$ cat config.mk
export PLATFORM = sky130hd
export DESIGN_NAME = ffa_ctrl
export DESIGN_NICKNAME = d
export VERILOG_FILES = /design/src/rtl/ffa_pkg.sv /design/src/rtl/ffa_ctrl.sv
export SDC_FILE = /design/constraint.sdc
export NUM_CORES = 1
export LEC_CHECK = 0
export BUFFER_PORTS_ARGS = -buffer_cell sky130_fd_sc_hd__clkbuf_2
export CORE_MARGIN = 3
export CORE_UTILIZATION = 30
export DETAILED_ROUTE_END_ITERATION = 7
export GPL_ROUTABILITY_DRIVEN = 0
export HOLD_SLACK_MARGIN = 0.08
export PLACE_DENSITY = 0.58
export RECOVER_POWER = 100
export REMOVE_ABC_BUFFERS = 1
export SETUP_SLACK_MARGIN = 0.02
export SLEW_MARGIN = 20
export SYNTH_ARGS = -nofsm -noshare
export SYNTH_HDL_FRONTEND = slang
export SYNTH_SLANG_ARGS = --single-unit
$ cat constraint.sdc
create_clock -name clk_i -period 5.6 [get_ports clk_i]
set_input_delay 0.28 -clock clk_i [delete_from_list [all_inputs] [get_ports clk_i]]
set_output_delay 0.28 -clock clk_i [all_outputs]
set_load 0.02 [all_outputs]
$ cat src/rtl/ffa_pkg.sv
// Shared types and constants for the first-fit allocator with oldest eviction.
// Holds field widths, the result status codes and the controller/datapath
// command and status bundles. Depends on nothing.
`default_nettype none

package ffa_pkg;

  localparam int unsigned MEM_UNITS_DEF  = 1024;
  localparam int unsigned PROC_SLOTS_DEF = 16;

  localparam int unsigned ID_W     = 8;
  localparam int unsigned SIZE_W   = 11;
  localparam int unsigned START_W  = 10;
  localparam int unsigned STATUS_W = 3;
  localparam int unsigned SEQ_W    = 32;
  localparam int unsigned CFG_W    = 11;
  localparam int unsigned APB_AW   = 3;
  localparam int unsigned APB_DW   = 32;

  localparam logic [CFG_W-1:0] TOTAL_RST = 11'd1024;
  localparam logic [CFG_W-1:0] FRAME_RST = 11'd1024;

  typedef enum logic [STATUS_W-1:0] {
    ST_ALLOCATED    = 3'd0,
    ST_NO_SPACE     = 3'd1,
    ST_FREED        = 3'd2,
    ST_NOT_RESIDENT = 3'd3,
    ST_ALREADY      = 3'd4
  } status_e;

  typedef enum logic {
    REG_TOTAL = 1'b0,
    REG_FRAME = 1'b1
  } reg_e;

  // Commands from the controller to the datapath.
  typedef struct packed {
    logic    alloc_clr;
    logic    clr_init;
    logic    clr_step;
    logic    req_load;
    logic    scan_step;
    logic    div_go;
    logic    div_cap;
    logic    rel_init;
    logic    rel_evict;
    logic    rel_step;
    logic    rel_done;
    logic    find_init;
    logic    find_step;
    logic    fill_step;
    logic    commit;
    logic    res_load;
    status_e res_status;
  } cmd_t;

  // Status from the datapath to the controller.
  typedef struct packed {
    logic clr_last;
    logic scan_last;
    logic is_free_op;
    logic hit;
    logic flat;
    logic need_zero;
    logic div_done;
    logic short_now;
    logic any_valid;
    logic rel_empty;
    logic find_hit;
    logic find_end;
    logic fill_empty;
  } sts_t;

endpackage

`default_nettype wire

$ cat src/rtl/ffa_ctrl.sv
// Allocator controller: one-hot state machine that sequences the datapath.
// Depends on ffa_pkg for the command and status bundles.
`default_nettype none

module ffa_ctrl import ffa_pkg::*; (
  input  wire logic clk_i,
  input  wire logic rst_ni,
  input  wire logic cfg_wr_i,
  input  wire logic req_valid_i,
  output logic      req_ready_o,
  output logic      rsp_valid_o,
  input  wire logic rsp_ready_i,
  input  wire sts_t sts_i,
  output cmd_t      cmd_o
);

  typedef enum logic [12:0] {
    S_CLEAR    = 13'b0000000000001,
    S_IDLE     = 13'b0000000000010,
    S_SCAN     = 13'b0000000000100,
    S_DECIDE   = 13'b0000000001000,
    S_DIV_NEED = 13'b0000000010000,
    S_DIV_CAP  = 13'b0000000100000,
    S_CHECK    = 13'b0000001000000,
    S_RELEASE  = 13'b0000010000000,
    S_RECHECK  = 13'b0000100000000,
    S_FIND     = 13'b0001000000000,
    S_FILL     = 13'b0010000000000,
    S_COMMIT   = 13'b0100000000000,
    S_RESP     = 13'b1000000000000
  } state_e;

  state_e state_q, state_d;
  state_e place_state;

  // Flat requests that need units search the bitmap; the rest commit at once.
  assign place_state = (sts_i.flat && !sts_i.need_zero) ? S_FIND : S_COMMIT;

  always_comb begin
    state_d           = state_q;
    cmd_o             = '0;
    cmd_o.res_status  = ST_ALLOCATED;
    req_ready_o       = 1'b0;
    rsp_valid_o       = 1'b0;
    unique case (state_q)
      S_CLEAR: begin
        cmd_o.clr_step = 1'b1;
        if (sts_i.clr_last) state_d = S_IDLE;
      end
      S_IDLE: begin
        req_ready_o = 1'b1;
        if (req_valid_i) begin
          cmd_o.req_load = 1'b1;
          state_d        = S_SCAN;
        end
      end
      S_SCAN: begin
        cmd_o.scan_step = 1'b1;
        if (sts_i.scan_last) state_d = S_DECIDE;
      end
      S_DECIDE: begin
        if (sts_i.is_free_op) begin
          if (sts_i.hit) begin
            cmd_o.rel_init = 1'b1;
            state_d        = S_RELEASE;
          end else begin
            cmd_o.res_load   = 1'b1;
            cmd_o.res_status = ST_NOT_RESIDENT;
            state_d          = S_RESP;
          end
        end else if (sts_i.hit) begin
          cmd_o.res_load   = 1'b1;
          cmd_o.res_status = ST_ALREADY;
          state_d          = S_RESP;
        end else if (sts_i.flat) begin
          state_d = S_CHECK;
        end else begin
          cmd_o.div_go = 1'b1;
          state_d      = S_DIV_NEED;
        end
      end
      S_DIV_NEED: begin
        if (sts_i.div_done) begin
          cmd_o.div_go  = 1'b1;
          cmd_o.div_cap = 1'b1;
          state_d       = S_DIV_CAP;
        end
      end
      S_DIV_CAP: begin
        if (sts_i.div_done) state_d = S_CHECK;
      end
      S_CHECK: begin
        if (!sts_i.short_now) begin
          cmd_o.find_init = 1'b1;
          state_d         = place_state;
        end else if (sts_i.any_valid) begin
          cmd_o.rel_init  = 1'b1;
          cmd_o.rel_evict = 1'b1;
          state_d         = S_RELEASE;
        end else begin
          cmd_o.res_load   = 1'b1;
          cmd_o.res_status = ST_NO_SPACE;
          state_d          = S_RESP;
        end
      end
      S_RELEASE: begin
        if (sts_i.rel_empty) begin
          cmd_o.rel_done = 1'b1;
          if (sts_i.is_free_op) begin
            cmd_o.res_load   = 1'b1;
            cmd_o.res_status = ST_FREED;
            state_d          = S_RESP;
          end else begin
            state_d = S_RECHECK;
          end
        end else begin
          cmd_o.rel_step = 1'b1;
        end
      end
      S_RECHECK: begin
        if (sts_i.short_now) begin
          cmd_o.res_load   = 1'b1;
          cmd_o.res_status = ST_NO_SPACE;
          state_d          = S_RESP;
        end else begin
          cmd_o.find_init = 1'b1;
          state_d         = place_state;
        end
      end
      S_FIND: begin
        cmd_o.find_step = 1'b1;
        if (sts_i.find_hit) begin
          state_d = S_FILL;
        end else if (sts_i.find_end) begin
          cmd_o.res_load   = 1'b1;
          cmd_o.res_status = ST_NO_SPACE;
          state_d          = S_RESP;
        end
      end
      S_FILL: begin
        if (sts_i.fill_empty) begin
          state_d = S_COMMIT;
        end else begin
          cmd_o.fill_step = 1'b1;
        end
      end
      S_COMMIT: begin
        cmd_o.commit     = 1'b1;
        cmd_o.res_load   = 1'b1;
        cmd_o.res_status = ST_ALLOCATED;
        state_d          = S_RESP;
      end
      S_RESP: begin
        rsp_valid_o = 1'b1;
        if (rsp_ready_i) state_d = S_IDLE;
      end
      default: begin
        state_d = S_CLEAR;
      end
    endcase
    // A register write drops every allocation and restarts the bitmap clear.
    if (cfg_wr_i) begin
      cmd_o.alloc_clr = 1'b1;
      cmd_o.clr_init  = 1'b1;
      cmd_o.clr_step  = 1'b0;
      state_d         = S_CLEAR;
    end
  end

  always_ff @(posedge clk_i or negedge rst_ni) begin
    if (!rst_ni) begin
      state_q <= S_CLEAR;
    end else begin
      state_q <= state_d;
    end
  end

endmodule

`default_nettype wire

==> PnR_summary.wiki <==
{| class="wikitable"
! Metric !! Value
|-
| Result of the run || finished with violations
|-
| Multiplexer fraction of the synthesized cell area || 0.00856
|-
| Count of buffers from port buffering || 38
|-
| Leakage || 0.695 nW
|-
| Basic-gate share of the synthesized area counting and, or, nand and nor cells || 0.421
|-
| Multi-input logic area || 835 µm²
|-
| Dominant register cell in the synthesized netlist || dfrtp_1
|-
| Core outline area || 0.00412 mm²
|-
| Maximum fanout along the worst path || 11
|-
| Number of detailed-route iterations in the first pass || 4
|-
| Clock tree from TritonCTS || built
|-
| Highest achievable clock rate || 265 MHz
|-
| Placed cell area || 0.00149 mm²
|-
| Number of setup violations in the final report || 0
|-
| Worst skew pair latency || 0.25 ns
|-
| Post-CTS setup buffers || 0
|-
| Synth top area cells || dfrtp_1 23%, nand2_1 4.9%, nor2_1 4.3%, inv_1 3.7%, nor4_1 3.3%
|-
| R2R Path End || state_q[0]
|-
| Height of the chip || 72.2 µm
|-
| Met3 demand-to-capacity share in global routing || 0.0332
|-
| DP HPWL || 3200 µm
|-
| Least-Margin Pin Slew || 1.60 ns
|-
| Die Wd || 72.2 µm
|-
| Library cell occupying the most area in the post-synthesis netlist || dfrtp_1
|-
| MaxCap Viol Count || 1
|-
| Count of routing violations after the opening detailed-route iteration || 94
|-
| Kind of capture point of the worst setup path || output pin
|-
| Number of warning messages in the yosys log || 0
|-
| Number of sinks driven by the clock tree || 13
|-
| Overall routed net length || 4100 µm
|-
| Total area of sequential cells || 327 µm²
|-
| Die Outline Area || 0.00521 mm²
|-
| Relative slew slack || -0.0789
|-
| Data arrival time at the worst-slack endpoint || 3.49 ns
|-
| Flip-flop count of the largest register, all copies and words added || 13
|-
| Worst R2R Start || state_q[2]
|-
| Row cnt || 23
|-
| Commonest non-fill, non-tap cells in the layout || 21 x clkbuf_1, 18 x clkbuf_2, 17 x nand2_1
|-
| Required time of the worst setup path || 5.32 ns
|-
| Xor-xnor portion of the synthesized cell area || 0.0333
|-
| Hold Crit Start || sts_i[11]
|-
| Final antenna diode count || 0
|-
| Count of cells along the worst register-to-register path || 5
|-
| Adder and majority gate portion of the synthesized area || 0.0285
|-
| Final Skew || 0.00715 ns
|-
| Post-route DRC || 0
|-
| DR vias || 1,433
|-
| Leading cell type in the layout, fill and taps excluded || clkbuf_1
|-
| Proportion of netlist area held by the largest area contributor || 0.228
|-
| Met2 track demand over resource || 0.270
|-
| Top Registers || state_q x13
|-
| Aggregate negative setup slack || 0 ns
|-
| # H-tree levels || 1
|-
| Most Crowded Layer GR || met2
|-
| Number of cells upsized or downsized after cts || 0
|-
| Layout Cell Area excl Fill || 0.00149 mm²
|-
| Crit share post-route || 0.674
|-
| Failing checks || capacitance limit, slew limit
|-
| Post-detailed-route wirelength per cell || 16.4 µm
|-
| Vias in the first global route || 1,393
|-
| Gate Count Post-Synth || 169
|-
| FF+latch count, synth || 13
|-
| Hold_ws || 0.293 ns
|-
| Worst-case hold path end point || state_q[3]
|-
| Number of stages on the worst hold path || 2
|-
| Final hold viol count || 0
|-
| VDD IR max || 0.162 mV
|-
| Number of antenna violations at the first check in global routing || 0
|-
| Area growth from synthesis to final layout || 13.5%
|-
| Clk buf depth || 2
|-
| Period minus WS final || 3.77 ns
|-
| Average cell area after synthesis || 7.78 µm²
|-
| Type of element launching the critical path || flop
|-
| Post-synthesis async set-or-reset flop share || 1.00
|-
| Buffer cell driving the clock tree root || clkbuf_8
|-
| Number of buffers inserted by hold repair at cts || 1
|-
| R2r setup slk || 2.15 ns
|-
| Initial core utilization || 0.320
|-
| Count of cell types in the netlist || 53
|-
| Overall routing resource usage || 0.163
|-
| Classification of the worst-slack hold path || in -> reg
|-
| Number of CTS-inserted buffers || 3
|-
| Total grt overflow || 0
|-
| Power per Cell Area || 236 mW/mm²
|-
| Via-to-Cell Ratio || 5.73
|-
| Compound-Gate Fraction of Synth Area || 0.163
|-
| Top-Level Pins || 39
|-
| Register ranked first by flip-flop count || state_q
|-
| Final Max Tran Viols || 12
|-
| Share of layout cells above drive strength 1 || 0.140
|-
| Number of nets in the finished design || 222
|-
| Residual antenna-violating net count after detailed routing || 0
|-
| Global-route track usage on met1 || 0.217
|-
| Largest net degree at the start of global routing || 14
|-
| Netlist area before placement || 0.00132 mm²
|-
| Largest family of logic cells by synthesized area || simple AND/OR/NAND/NOR gates
|-
| Number of inserted filler cells in the final layout || 467
|-
| Unrepaired setup endpoints after global routing || false
|-
| Number of synthesized flops with an enable pin || 0
|-
| Register area share after synthesis || 0.248
|-
| Crit Path Class || reg -> out
|-
| Global-route wire length before repair || 6730 µm
|-
| Clock-pin slew of the registers on the worst-case setup and hold paths || 0.06 ns
|}
[through the flow]
step / cells / util / total power, mW / setup slack (ns)
detailed placement: 245 / 0.362 / 0.277 / 2.87
global placement: 245 / 0.362 / 0.276 / 2.91
global route: 250 / 0.363 / 0.382 / 1.42
CTS: 250 / 0.375 / 0.367 / 2.60
finish: 250 / 0.363 / 0.353 / 1.83
floorplan: 157 / - / 0.231 / 3.21
[synthesized netlist by cell type (4+ instances only)]
master / instances
a21oi_1: 7
and3_1: 5
buf_2: 4
buf_4: 4
dfrtp_1: 12
inv_1: 13
nand2_1: 17
nand3_1: 7
nand4_1: 5
nor2_1: 15
nor3_1: 5
nor4_1: 7
o31ai_1: 5
or4_1: 4
[per-layer routing]
metal,vias to the layer above,wire length (µm)
met4,0,31
met3,4,377
met1,679,1710
met2,62,1990
li1,688,-
met5,-,0
[power breakdown]
| group | switching (mW) | leakage, nW | internal, mW |
|---|---|---|---|
| logic | 0.0906 | 0.495 | 0.0580 |
| clock network | 0.0380 | 0.0228 | 0.0504 |
| registers | 0.0122 | 0.177 | 0.104 |
[final cells by class]
type	count	share of cell area
multi-input combinational	131	0.559
sequential	13	0.219
timing repair buffer	39	0.117
inverter	13	0.0327
clock buffer	4	0.0302
tap	50	0.0419
[worst max-delay path by stage]
stage                     start   endpoint  slack [ns]  depth (start not counted)
CTS                 state_q[10]  cmd_o[13]        2.60                          6
floorplan           state_q[10]  cmd_o[13]        3.21                          5
finish               state_q[2]   cmd_o[3]        1.83                          5
detailed placement  state_q[10]  cmd_o[13]        2.87                          6
global route         state_q[2]   cmd_o[3]        1.42                          5
global placement    state_q[10]  cmd_o[13]        2.91                          6
[cells by family after synthesis]
kind of cell,Yosys count
flip-flops,13
multiplexers,1
adder cells (fa/ha/maj),3
AND/OR/NAND/NOR,92
AO/OA/AOI/OAI,30
XOR/XNOR,5
buffers and inverters,25
[critical path, cell delays in order (launching register included)]
cell	delay [ns]
dfrtp_1	0.50
nor4_1	1.31
nand4_1	0.50
or3_1	0.49
o2111ai_1	0.18
clkbuf_1	0.27
No activity file was read; power rests on OpenSTA's default activity.
