<file path="src/rtl/ffa_pkg.sv">
// Shared types and constants for the first-fit allocator with oldest eviction.
// Holds field widths, the result status codes and the controller/datapath
// command and status bundles. Depends on nothing.
`default_nettype none

package ffa_pkg;

  localparam int unsigned MEM_UNITS_DEF  = 1024;
  localparam int unsigned PROC_SLOTS_DEF = 16;

  localparam int unsigned ID_W     = 8;
  localparam int unsigned SIZE_W   = 11;
  localparam int unsigned START_W  = 10;
  localparam int unsigned STATUS_W = 3;
  localparam int unsigned SEQ_W    = 32;
  localparam int unsigned CFG_W    = 11;
  localparam int unsigned APB_AW   = 3;
  localparam int unsigned APB_DW   = 32;

  localparam logic [CFG_W-1:0] TOTAL_RST = 11'd1024;
  localparam logic [CFG_W-1:0] FRAME_RST = 11'd1024;

  typedef enum logic [STATUS_W-1:0] {
    ST_ALLOCATED    = 3'd0,
    ST_NO_SPACE     = 3'd1,
    ST_FREED        = 3'd2,
    ST_NOT_RESIDENT = 3'd3,
    ST_ALREADY      = 3'd4
  } status_e;

  typedef enum logic {
    REG_TOTAL = 1'b0,
    REG_FRAME = 1'b1
  } reg_e;

  // Commands from the controller to the datapath.
  typedef struct packed {
    logic    alloc_clr;
    logic    clr_init;
    logic    clr_step;
    logic    req_load;
    logic    scan_step;
    logic    div_go;
    logic    div_cap;
    logic    rel_init;
    logic    rel_evict;
    logic    rel_step;
    logic    rel_done;
    logic    find_init;
    logic    find_step;
    logic    fill_step;
    logic    commit;
    logic    res_load;
    status_e res_status;
  } cmd_t;

  // Status from the datapath to the controller.
  typedef struct packed {
    logic clr_last;
    logic scan_last;
    logic is_free_op;
    logic hit;
    logic flat;
    logic need_zero;
    logic div_done;
    logic short_now;
    logic any_valid;
    logic rel_empty;
    logic find_hit;
    logic find_end;
    logic fill_empty;
  } sts_t;

endpackage

`default_nettype wire

</file>
<file path="src/rtl/ffa_div.sv">
// Iterative restoring divider, one quotient bit per cycle.
// Stand-alone; used by the allocator datapath for frame counts.
`default_nettype none

module ffa_div #(
  parameter int unsigned W = 12
) (
  input  wire logic         clk_i,
  input  wire logic         rst_ni,
  input  wire logic         start_i,
  input  wire logic [W-1:0] dividend_i,
  input  wire logic [W-1:0] divisor_i,
  output logic              done_o,
  output logic [W-1:0]      quotient_o
);

  localparam int unsigned CNTW = $clog2(W + 1);

  logic            busy_q;
  logic [CNTW-1:0] cnt_q;
  logic [W:0]      rem_q;
  logic [W-1:0]    quo_q;
  logic [W:0]      rem_sh;
  logic            ge;

  assign rem_sh     = {rem_q[W-1:0], quo_q[W-1]};
  assign ge         = rem_sh >= {1'b0, divisor_i};
  assign done_o     = busy_q && (cnt_q == '0);
  assign quotient_o = quo_q;

  always_ff @(posedge clk_i or negedge rst_ni) begin
    if (!rst_ni) begin
      busy_q <= 1'b0;
      cnt_q  <= '0;
    end else if (start_i) begin
      busy_q <= 1'b1;
      cnt_q  <= CNTW'(W);
    end else if (busy_q) begin
      if (cnt_q != '0) begin
        cnt_q <= cnt_q - 1'b1;
      end else begin
        busy_q <= 1'b0;
      end
    end
  end

  always_ff @(posedge clk_i) begin
    if (start_i) begin
      rem_q <= '0;
      quo_q <= dividend_i;
    end else if (busy_q && (cnt_q != '0)) begin
      rem_q <= ge ? (rem_sh - {1'b0, divisor_i}) : rem_sh;
      quo_q <= {quo_q[W-2:0], ge};
    end
  end

endmodule

`default_nettype wire

</file>
<file path="src/rtl/ffa_dp.sv">
// Allocator datapath: unit bitmap memory, process slot table, counters,
// run search, release and fill sweeps. Depends on ffa_pkg and ffa_div.
`default_nettype none

module ffa_dp import ffa_pkg::*; #(
  parameter int unsigned MEM_UNITS  = MEM_UNITS_DEF,
  parameter int unsigned PROC_SLOTS = PROC_SLOTS_DEF
) (
  input  wire logic                clk_i,
  input  wire logic                rst_ni,
  input  wire cmd_t                cmd_i,
  output sts_t                     sts_o,
  input  wire logic [CFG_W-1:0]    total_i,
  input  wire logic [CFG_W-1:0]    frame_i,
  input  wire logic                action_i,
  input  wire logic [ID_W-1:0]     process_id_i,
  input  wire logic [SIZE_W-1:0]   mem_size_i,
  output logic [STATUS_W-1:0]      status_o,
  output logic [START_W-1:0]       start_unit_o,
  output logic [SIZE_W-1:0]        pages_granted_o,
  output logic                     evicted_o,
  output logic [ID_W-1:0]          evicted_id_o,
  output logic [SIZE_W-1:0]        used_amount_o
);

  localparam int unsigned UW  = $clog2(MEM_UNITS);
  localparam int unsigned CW  = $clog2(MEM_UNITS + 1);
  localparam int unsigned AW  = ((CW > SIZE_W) ? CW : SIZE_W) + 1;
  localparam int unsigned SW  = $clog2(PROC_SLOTS);

  // Request.
  logic              act_q;
  logic [ID_W-1:0]   id_q;
  logic [SIZE_W-1:0] size_q;

  // Effective configuration.
  logic [AW-1:0] total_ext, eff_total, eff_frame;
  logic          flat;

  assign total_ext = AW'(total_i);
  assign eff_total = (total_ext > AW'(MEM_UNITS)) ? AW'(MEM_UNITS) : total_ext;
  assign eff_frame = (frame_i == '0) ? AW'(1) : AW'(frame_i);
  assign flat      = (eff_frame == eff_total);

  // Slot table.
  logic [PROC_SLOTS-1:0] valid_q;
  logic [ID_W-1:0]       owner_q  [PROC_SLOTS];
  logic [UW-1:0]         first_q  [PROC_SLOTS];
  logic [SEQ_W-1:0]      seqs_q   [PROC_SLOTS];
  logic [CW-1:0]         frames_q [PROC_SLOTS];

  // Scan results.
  logic [SW-1:0]    scan_idx_q;
  logic             hit_q, free_found_q, old_found_q;
  logic [SW-1:0]    hit_idx_q, free_idx_q, old_idx_q;
  logic [UW-1:0]    hit_first_q, old_first_q;
  logic [CW-1:0]    hit_frames_q, old_frames_q;
  logic [SEQ_W-1:0] old_seq_q;
  logic [ID_W-1:0]  old_owner_q;

  // Amounts.
  logic [AW-1:0]    need_q, cap_q;
  logic             div_sel_q;
  logic             ev_q;
  logic [CW-1:0]    used_units_q, used_units_d, used_frames_q, used_frames_d;
  logic [SEQ_W-1:0] seq_q;

  // Sweeps.
  logic [UW-1:0] clr_addr_q;
  logic [SW-1:0] rel_slot_q;
  logic [UW-1:0] rel_ptr_q;
  logic [CW-1:0] rel_cnt_q, rel_frames_q;
  logic [CW-1:0] rd_addr_q;
  logic          rd_vld_q;
  logic [UW-1:0] unit_q;
  logic [AW-1:0] run_q;
  logic [UW-1:0] start_q, fill_ptr_q;
  logic [CW-1:0] fill_cnt_q;

  // Bitmap memory.
  logic          map_mem [MEM_UNITS];
  logic          map_rd_q;
  logic          map_we, map_wdata;
  logic [UW-1:0] map_waddr;

  // Divider.
  logic [AW-1:0] div_dividend, div_quo;
  logic          div_done;

  assign div_dividend = cmd_i.div_cap ? eff_total
                                      : (AW'(size_q) + eff_frame - AW'(1));

  ffa_div #(.W(AW)) u_div (
    .clk_i      (clk_i),
    .rst_ni     (rst_ni),
    .start_i    (cmd_i.div_go),
    .dividend_i (div_dividend),
    .divisor_i  (eff_frame),
    .done_o     (div_done),
    .quotient_o (div_quo)
  );

  // Scan of the current slot.
  logic cur_v, cur_match, cur_older;
  assign cur_v     = valid_q[scan_idx_q];
  assign cur_match = cur_v && (owner_q[scan_idx_q] == id_q);
  assign cur_older = cur_v && (!old_found_q || (seqs_q[scan_idx_q] < old_seq_q));

  // Space check.
  logic [CW-1:0] used_cur;
  logic [AW:0]   used_sum;
  logic          short_now;
  assign used_cur  = flat ? used_units_q : used_frames_q;
  assign used_sum  = (AW+1)'(used_cur) + (AW+1)'(need_q);
  assign short_now = (used_sum > (AW+1)'(cap_q)) || !(free_found_q || ev_q);

  // Run search.
  logic          issue, find_hit;
  logic [AW-1:0] run_inc, run_start;
  assign issue     = AW'(rd_addr_q) < eff_total;
  assign run_inc   = run_q + AW'(1);
  assign find_hit  = rd_vld_q && !map_rd_q && (run_inc == need_q);
  assign run_start = AW'(unit_q) + AW'(1) - need_q;

  // Slot that receives a new allocation: after an eviction the lowest free one.
  logic [SW-1:0] commit_idx;
  always_comb begin
    commit_idx = free_idx_q;
    if (ev_q && !(free_found_q && (free_idx_q < old_idx_q))) begin
      commit_idx = old_idx_q;
    end
  end

  // Used counts.
  always_comb begin
    used_units_d  = used_units_q;
    used_frames_d = used_frames_q;
    if (cmd_i.alloc_clr) begin
      used_units_d  = '0;
      used_frames_d = '0;
    end else if (cmd_i.rel_done) begin
      if (flat) begin
        used_units_d = (used_units_q >= rel_frames_q) ? used_units_q - rel_frames_q : '0;
      end else begin
        used_frames_d = (used_frames_q >= rel_frames_q) ? used_frames_q - rel_frames_q : '0;
      end
    end else if (cmd_i.commit) begin
      if (flat) begin
        used_units_d = used_units_q + CW'(need_q);
      end else begin
        used_frames_d = used_frames_q + CW'(need_q);
      end
    end
  end

  // Bitmap write port.
  always_comb begin
    map_we    = 1'b0;
    map_wdata = 1'b0;
    map_waddr = clr_addr_q;
    if (cmd_i.clr_step) begin
      map_we = 1'b1;
    end else if (cmd_i.rel_step) begin
      map_we    = 1'b1;
      map_waddr = rel_ptr_q;
    end else if (cmd_i.fill_step) begin
      map_we    = 1'b1;
      map_wdata = 1'b1;
      map_waddr = fill_ptr_q;
    end
  end

  always_ff @(posedge clk_i) begin
    if (map_we) begin
      map_mem[map_waddr] <= map_wdata;
    end
    map_rd_q <= map_mem[rd_addr_q[UW-1:0]];
  end

  // Control registers.
  always_ff @(posedge clk_i or negedge rst_ni) begin
    if (!rst_ni) begin
      valid_q       <= '0;
      used_units_q  <= '0;
      used_frames_q <= '0;
      seq_q         <= '0;
      clr_addr_q    <= '0;
      scan_idx_q    <= '0;
      hit_q         <= 1'b0;
      free_found_q  <= 1'b0;
      old_found_q   <= 1'b0;
      ev_q          <= 1'b0;
      div_sel_q     <= 1'b0;
      rd_vld_q      <= 1'b0;
      rel_cnt_q     <= '0;
      fill_cnt_q    <= '0;
    end else begin
      used_units_q  <= used_units_d;
      used_frames_q <= used_frames_d;
      if (cmd_i.alloc_clr) begin
        valid_q <= '0;
      end else if (cmd_i.rel_done) begin
        valid_q[rel_slot_q] <= 1'b0;
      end else if (cmd_i.commit) begin
        valid_q[commit_idx] <= 1'b1;
      end
      if (cmd_i.commit) begin
        seq_q <= seq_q + 1'b1;
      end
      if (cmd_i.clr_init) begin
        clr_addr_q <= '0;
      end else if (cmd_i.clr_step) begin
        clr_addr_q <= (clr_addr_q == UW'(MEM_UNITS - 1)) ? '0 : clr_addr_q + 1'b1;
      end
      if (cmd_i.req_load) begin
        scan_idx_q   <= '0;
        hit_q        <= 1'b0;
        free_found_q <= 1'b0;
        old_found_q  <= 1'b0;
        ev_q         <= 1'b0;
      end else if (cmd_i.scan_step) begin
        scan_idx_q <= scan_idx_q + 1'b1;
        if (cur_match && !hit_q) begin
          hit_q <= 1'b1;
        end
        if (!cur_v && !free_found_q) begin
          free_found_q <= 1'b1;
        end
        if (cur_older) begin
          old_found_q <= 1'b1;
        end
      end
      if (cmd_i.rel_init && cmd_i.rel_evict) begin
        ev_q <= 1'b1;
      end
      if (cmd_i.div_go) begin
        div_sel_q <= cmd_i.div_cap;
      end
      if (cmd_i.find_init) begin
        rd_vld_q <= 1'b0;
      end else if (cmd_i.find_step) begin
        rd_vld_q <= issue;
      end
      if (cmd_i.rel_init) begin
        rel_cnt_q <= flat ? (cmd_i.rel_evict ? old_frames_q : hit_frames_q) : '0;
      end else if (cmd_i.rel_step) begin
        rel_cnt_q <= rel_cnt_q - 1'b1;
      end
      if (cmd_i.find_step && find_hit) begin
        fill_cnt_q <= CW'(need_q);
      end else if (cmd_i.fill_step) begin
        fill_cnt_q <= fill_cnt_q - 1'b1;
      end
    end
  end

  // Payload registers.
  always_ff @(posedge clk_i) begin
    if (cmd_i.req_load) begin
      act_q   <= action_i;
      id_q    <= process_id_i;
      size_q  <= mem_size_i;
      start_q <= '0;
    end
    if (cmd_i.req_load && flat) begin
      need_q <= AW'(mem_size_i);
      cap_q  <= eff_total;
    end else if (div_done) begin
      if (div_sel_q) begin
        cap_q <= div_quo;
      end else begin
        need_q <= div_quo;
      end
    end
    if (cmd_i.scan_step) begin
      if (cur_match && !hit_q) begin
        hit_idx_q    <= scan_idx_q;
        hit_first_q  <= first_q[scan_idx_q];
        hit_frames_q <= frames_q[scan_idx_q];
      end
      if (!cur_v && !free_found_q) begin
        free_idx_q <= scan_idx_q;
      end
      if (cur_older) begin
        old_idx_q    <= scan_idx_q;
        old_seq_q    <= seqs_q[scan_idx_q];
        old_first_q  <= first_q[scan_idx_q];
        old_frames_q <= frames_q[scan_idx_q];
        old_owner_q  <= owner_q[scan_idx_q];
      end
    end
    if (cmd_i.rel_init) begin
      rel_slot_q   <= cmd_i.rel_evict ? old_idx_q : hit_idx_q;
      rel_ptr_q    <= cmd_i.rel_evict ? old_first_q : hit_first_q;
      rel_frames_q <= cmd_i.rel_evict ? old_frames_q : hit_frames_q;
    end else if (cmd_i.rel_step) begin
      rel_ptr_q <= rel_ptr_q + 1'b1;
    end
    if (cmd_i.find_init) begin
      rd_addr_q <= '0;
      run_q     <= '0;
    end else if (cmd_i.find_step) begin
      if (issue) begin
        rd_addr_q <= rd_addr_q + 1'b1;
      end
      unit_q <= rd_addr_q[UW-1:0];
      if (rd_vld_q) begin
        run_q <= map_rd_q ? '0 : run_inc;
      end
      if (find_hit) begin
        start_q    <= UW'(run_start);
        fill_ptr_q <= UW'(run_start);
      end
    end else if (cmd_i.fill_step) begin
      fill_ptr_q <= fill_ptr_q + 1'b1;
    end
    if (cmd_i.commit) begin
      owner_q[commit_idx]  <= id_q;
      first_q[commit_idx]  <= start_q;
      seqs_q[commit_idx]   <= seq_q;
      frames_q[commit_idx] <= CW'(need_q);
    end
    if (cmd_i.res_load) begin
      status_o        <= cmd_i.res_status;
      start_unit_o    <= (cmd_i.res_status == ST_ALLOCATED) ? START_W'(start_q) : '0;
      pages_granted_o <= (cmd_i.res_status == ST_ALLOCATED) ? SIZE_W'(need_q) : '0;
      evicted_o       <= ev_q;
      evicted_id_o    <= ev_q ? old_owner_q : '0;
      used_amount_o   <= flat ? SIZE_W'(used_units_d) : SIZE_W'(used_frames_d);
    end
  end

  always_comb begin
    sts_o            = '0;
    sts_o.clr_last   = (clr_addr_q == UW'(MEM_UNITS - 1));
    sts_o.scan_last  = (scan_idx_q == SW'(PROC_SLOTS - 1));
    sts_o.is_free_op = act_q;
    sts_o.hit        = hit_q;
    sts_o.flat       = flat;
    sts_o.need_zero  = (need_q == '0);
    sts_o.div_done   = div_done;
    sts_o.short_now  = short_now;
    sts_o.any_valid  = old_found_q;
    sts_o.rel_empty  = (rel_cnt_q == '0);
    sts_o.find_hit   = find_hit;
    sts_o.find_end   = !rd_vld_q && !issue;
    sts_o.fill_empty = (fill_cnt_q == '0);
  end

endmodule

`default_nettype wire

</file>
<file path="config.mk">
export PLATFORM = sky130hd
export DESIGN_NAME = ffa_dp
export DESIGN_NICKNAME = d
export VERILOG_FILES = /design/src/rtl/ffa_pkg.sv /design/src/rtl/ffa_div.sv /design/src/rtl/ffa_dp.sv
export SDC_FILE = /design/constraint.sdc
export NUM_CORES = 2
export LEC_CHECK = 0
export BUFFER_PORTS_ARGS = -buffer_cell sky130_fd_sc_hd__clkbuf_2
export CORE_ASPECT_RATIO = 0.5
export CORE_MARGIN = 2
export CORE_UTILIZATION = 29
export DETAILED_ROUTE_END_ITERATION = 8
export SYNTH_ARGS = -nofsm -noshare
export SYNTH_HDL_FRONTEND = slang
export SYNTH_SLANG_ARGS = --single-unit
</file>
<file path="constraint.sdc">
create_clock -name clk_i -period 6.5 [get_ports clk_i]
set_input_delay 0.325 -clock clk_i [delete_from_list [all_inputs] [get_ports clk_i]]
set_output_delay 0.325 -clock clk_i [all_outputs]
set_load 0.01 [all_outputs]
</file>
==> impl_metrics.env <==
export IMPL_htree_num_levels=4
export IMPL_cp_max_fo=19
export IMPL_fin_ws_ns=0.4094
export IMPL_grt_pass1_vias=58960
export IMPL_fin_cells=11850
export IMPL_wl_mm=272.9
export IMPL_grt_max_degree=275
export IMPL_wl_per_cell_um=23.04
export IMPL_fin_util=0.3323
export IMPL_place_congestion=0.8383
export IMPL_required_ns=6.17
export IMPL_worst_hold_path_type="in2async"
export IMPL_synth_warnings=0
export IMPL_routed_via_density=5.020
export IMPL_worstSkewPairLatency_ns=0.94
export IMPL_r2r_end="old_seq_q[21]"
export IMPL_irDropWorstVdd_v=0.0002020
export IMPL_clockRootBuffer="clkbuf_16"
export IMPL_ys_async_sr_fraction=0.04871
export IMPL_arrival_ns=5.77
export IMPL_start_kind="primary input"
export IMPL_pre_cts_slack_ns=0.8128
export IMPL_synth_ff_type="edfxtp_1"
export IMPL_grt_ovfl_total=0
export IMPL_dp_cells=11360
export IMPL_die_w_um=851.0
export IMPL_synth_seq_area_share=0.6832
export IMPL_syn_to_final_growth_pct=13.98
export IMPL_yosys_cell_count_top_type="edfxtp_1"
export IMPL_die_area_um2=363800
export IMPL_status="completed"
export IMPL_reg2reg_from="scan_idx_q[0]"
export IMPL_grt_pass1_wl_mm=400.1
export IMPL_cts_sinks=2402
export IMPL_cts_tree="done"
export IMPL_finalCriticalPeriod_ns=6.091
export IMPL_synth_edf_count=2238
export IMPL_drive_gt1_frac=0.1851
export IMPL_vias=59460
export IMPL_syn_cell_area_um2=104000
export IMPL_fin_nets=7100
export IMPL_start_util=0.2915
export IMPL_die_y_um=427.5
export IMPL_whs_ns=0.02702
export IMPL_path_class="in2out"
export IMPL_finalSetupTns_ns=0
export IMPL_fmax_ghz=0.1642
export IMPL_cap_violations=0
export IMPL_io_pins=120
export IMPL_yosysTopAreaCell="edfxtp_1"
export IMPL_portBuffers=119
export IMPL_synth_avg_cell_area_um2=15.46
export IMPL_slew_violations=0
export IMPL_hpwl_mm=153.9
export IMPL_remaining_drc_errors=0
export IMPL_syn_num_nets=6972
export IMPL_track_usage=0.1456
export IMPL_cp_slowest_cell="dlygate4sd3_1"
export IMPL_synth_cells=6730
export IMPL_antenna_found_initial=8
export IMPL_powerDensity_nw_per_um2=289.6
export IMPL_r2r_cells=14
export IMPL_drt_iter0_drc=6565
export IMPL_antenna_left=0
export IMPL_coreArea_um2=356800
export IMPL_cp_num_buf_inv=4
export IMPL_clk_pin_slew_ns=0.06
export IMPL_setup_viol=0
export IMPL_end_kind="primary output"
export IMPL_fin_crit_sh=0.9370
export IMPL_ys_types=88
export IMPL_crit_family="compound AO/OA/AOI/OAI gates"
export IMPL_max_stage_delay_ns=0.53
export IMPL_dpl_cell_area_um2=110400
export IMPL_rsz0062_at_grt="false"
export IMPL_total_power_mw=34.34
export IMPL_yosys_area_top_type_share=0.6460
export IMPL_nFillCells=34550
export IMPL_hold_viol_final=0
export IMPL_skew_ns=0.08048
export IMPL_num_rows=155
export IMPL_ys_ff_latch=2402
export IMPL_slew_headroom=0.1881
export IMPL_cts_buffers=237
export IMPL_p_leak_nw=38.09
export IMPL_seq_area_um2=71100
export IMPL_cts_buffer_depth=4
export IMPL_r2r_slack_ns=1.43
export IMPL_worst_pin_slew_ns=1.218
export IMPL_multi_input_area_um2=30610
export IMPL_synth_area_top_cells="edfxtp_1 (65%), mux4_2 (11%), nor2_1 (4.4%)"
export IMPL_firstDrtPassIters=6
export IMPL_fin_area_um2=118600
export IMPL_synth_common_cells="edfxtp_1 (2238), nor2_1 (1212), mux4_2 (528)"
-- area by class of cell --
type	instances	share of cell area
Inverter	156	0.004938
Tap cell	4788	0.05052
Clock inverter	119	0.01151
Timing Repair Buffer	347	0.02162
Clock buffer	312	0.05349
Multi-Input combinational cell	3714	0.2581
Sequential cell	2402	0.5996
Antenna cell	7	0.0001477
-- cell families (layout without fill, tap and decap cells) --
kind of cell             Yosys count  count (layout)  synth area share
XOR/XNOR                         176             176           0.01482
multiplexers                     692             692            0.1304
flip-flops                      2402            2402            0.6832
other                              0               7                 0
buffers and inverters            614             934           0.02478
AND/OR/NAND/NOR                 1952            1952           0.08041
AO/OA/AOI/OAI                    715             715           0.04428
adder cells (fa/ha/maj)          179             179           0.02211
-- layer usage --
metal / track usage / share of wire
met1: 0.1930 / 0.41
met2: 0.2485 / 0.49
met3: 0.02118 / 0.068
met4: 0.04570 / 0.031
met5: 0 / 0
-- how the worst max path moves through the flow --
stage	end	startpoint	slack, ns	cells past startpoint
2_1_floorplan	map_mem[0]	cmd_i[5]	-4.08	3
3_3_place_gp	sts_o[5]	total_i[10]	0.80	26
3_5_place_dp	sts_o[5]	frame_i[1]	0.81	27
4_1_cts	sts_o[5]	total_i[3]	0.39	27
5_1_grt	sts_o[5]	total_i[3]	0.02	27
6_report	sts_o[5]	total_i[3]	0.41	26
-- sequential cells by signal, summed over array words and instances, names as in the netlist, 12 cells and up --
name,cells
cap_q,12
valid_q,16
seq_q,32
old_seq_q,32
frames_q,176
seqs_q,512
owner_q,128
first_q,160
need_q,12
run_q,12
map_mem,1024
u_div.rem_q,12
u_div.quotient_o,12
-- power by group --
| part | internal [mW] | total (mW) | switching, mW |
|---|---|---|---|
| Sequential | 17.2 | 17.6 | 0.354 |
| Clock | 7.99 | 13.9 | 5.90 |
| Combinational | 1.23 | 2.86 | 1.64 |
-- timing repair --
item / CTS / global route
setup endpoints to repair: 0 / 1
hold endpoints to repair: 148 / 0
resized for setup: 0 / 1
setup buffers: 0 / 1
hold buffers: 44 / 0
-- cells in the final DEF (no fill, tap or decap), drive strengths merged, types with 134 or more instances in the layout --
cell,n
clkbuf,429
nand2,288
ha,171
o21ai,179
mux4,528
nor2,1213
edfxtp,2238
inv,161
buf,186
a21oi,178
mux2i,134
-- worst register-to-register path, cell delays in order (launching register included) --
cell and delay (ns):
dfrtp_4 0.93, buf_4 0.40, mux4_2 0.54, mux4_2 0.50, ha_1 0.31, a21o_1 0.18, a21oi_1 0.13, nor2b_1 0.05
o21ai_0 0.14, nand2b_1 0.07, a21oi_1 0.14, o21ai_0 0.19, nand3_1 0.15, and3_4 0.61, buf_4 0.38
No activity file was read; power rests on OpenSTA's default activity.
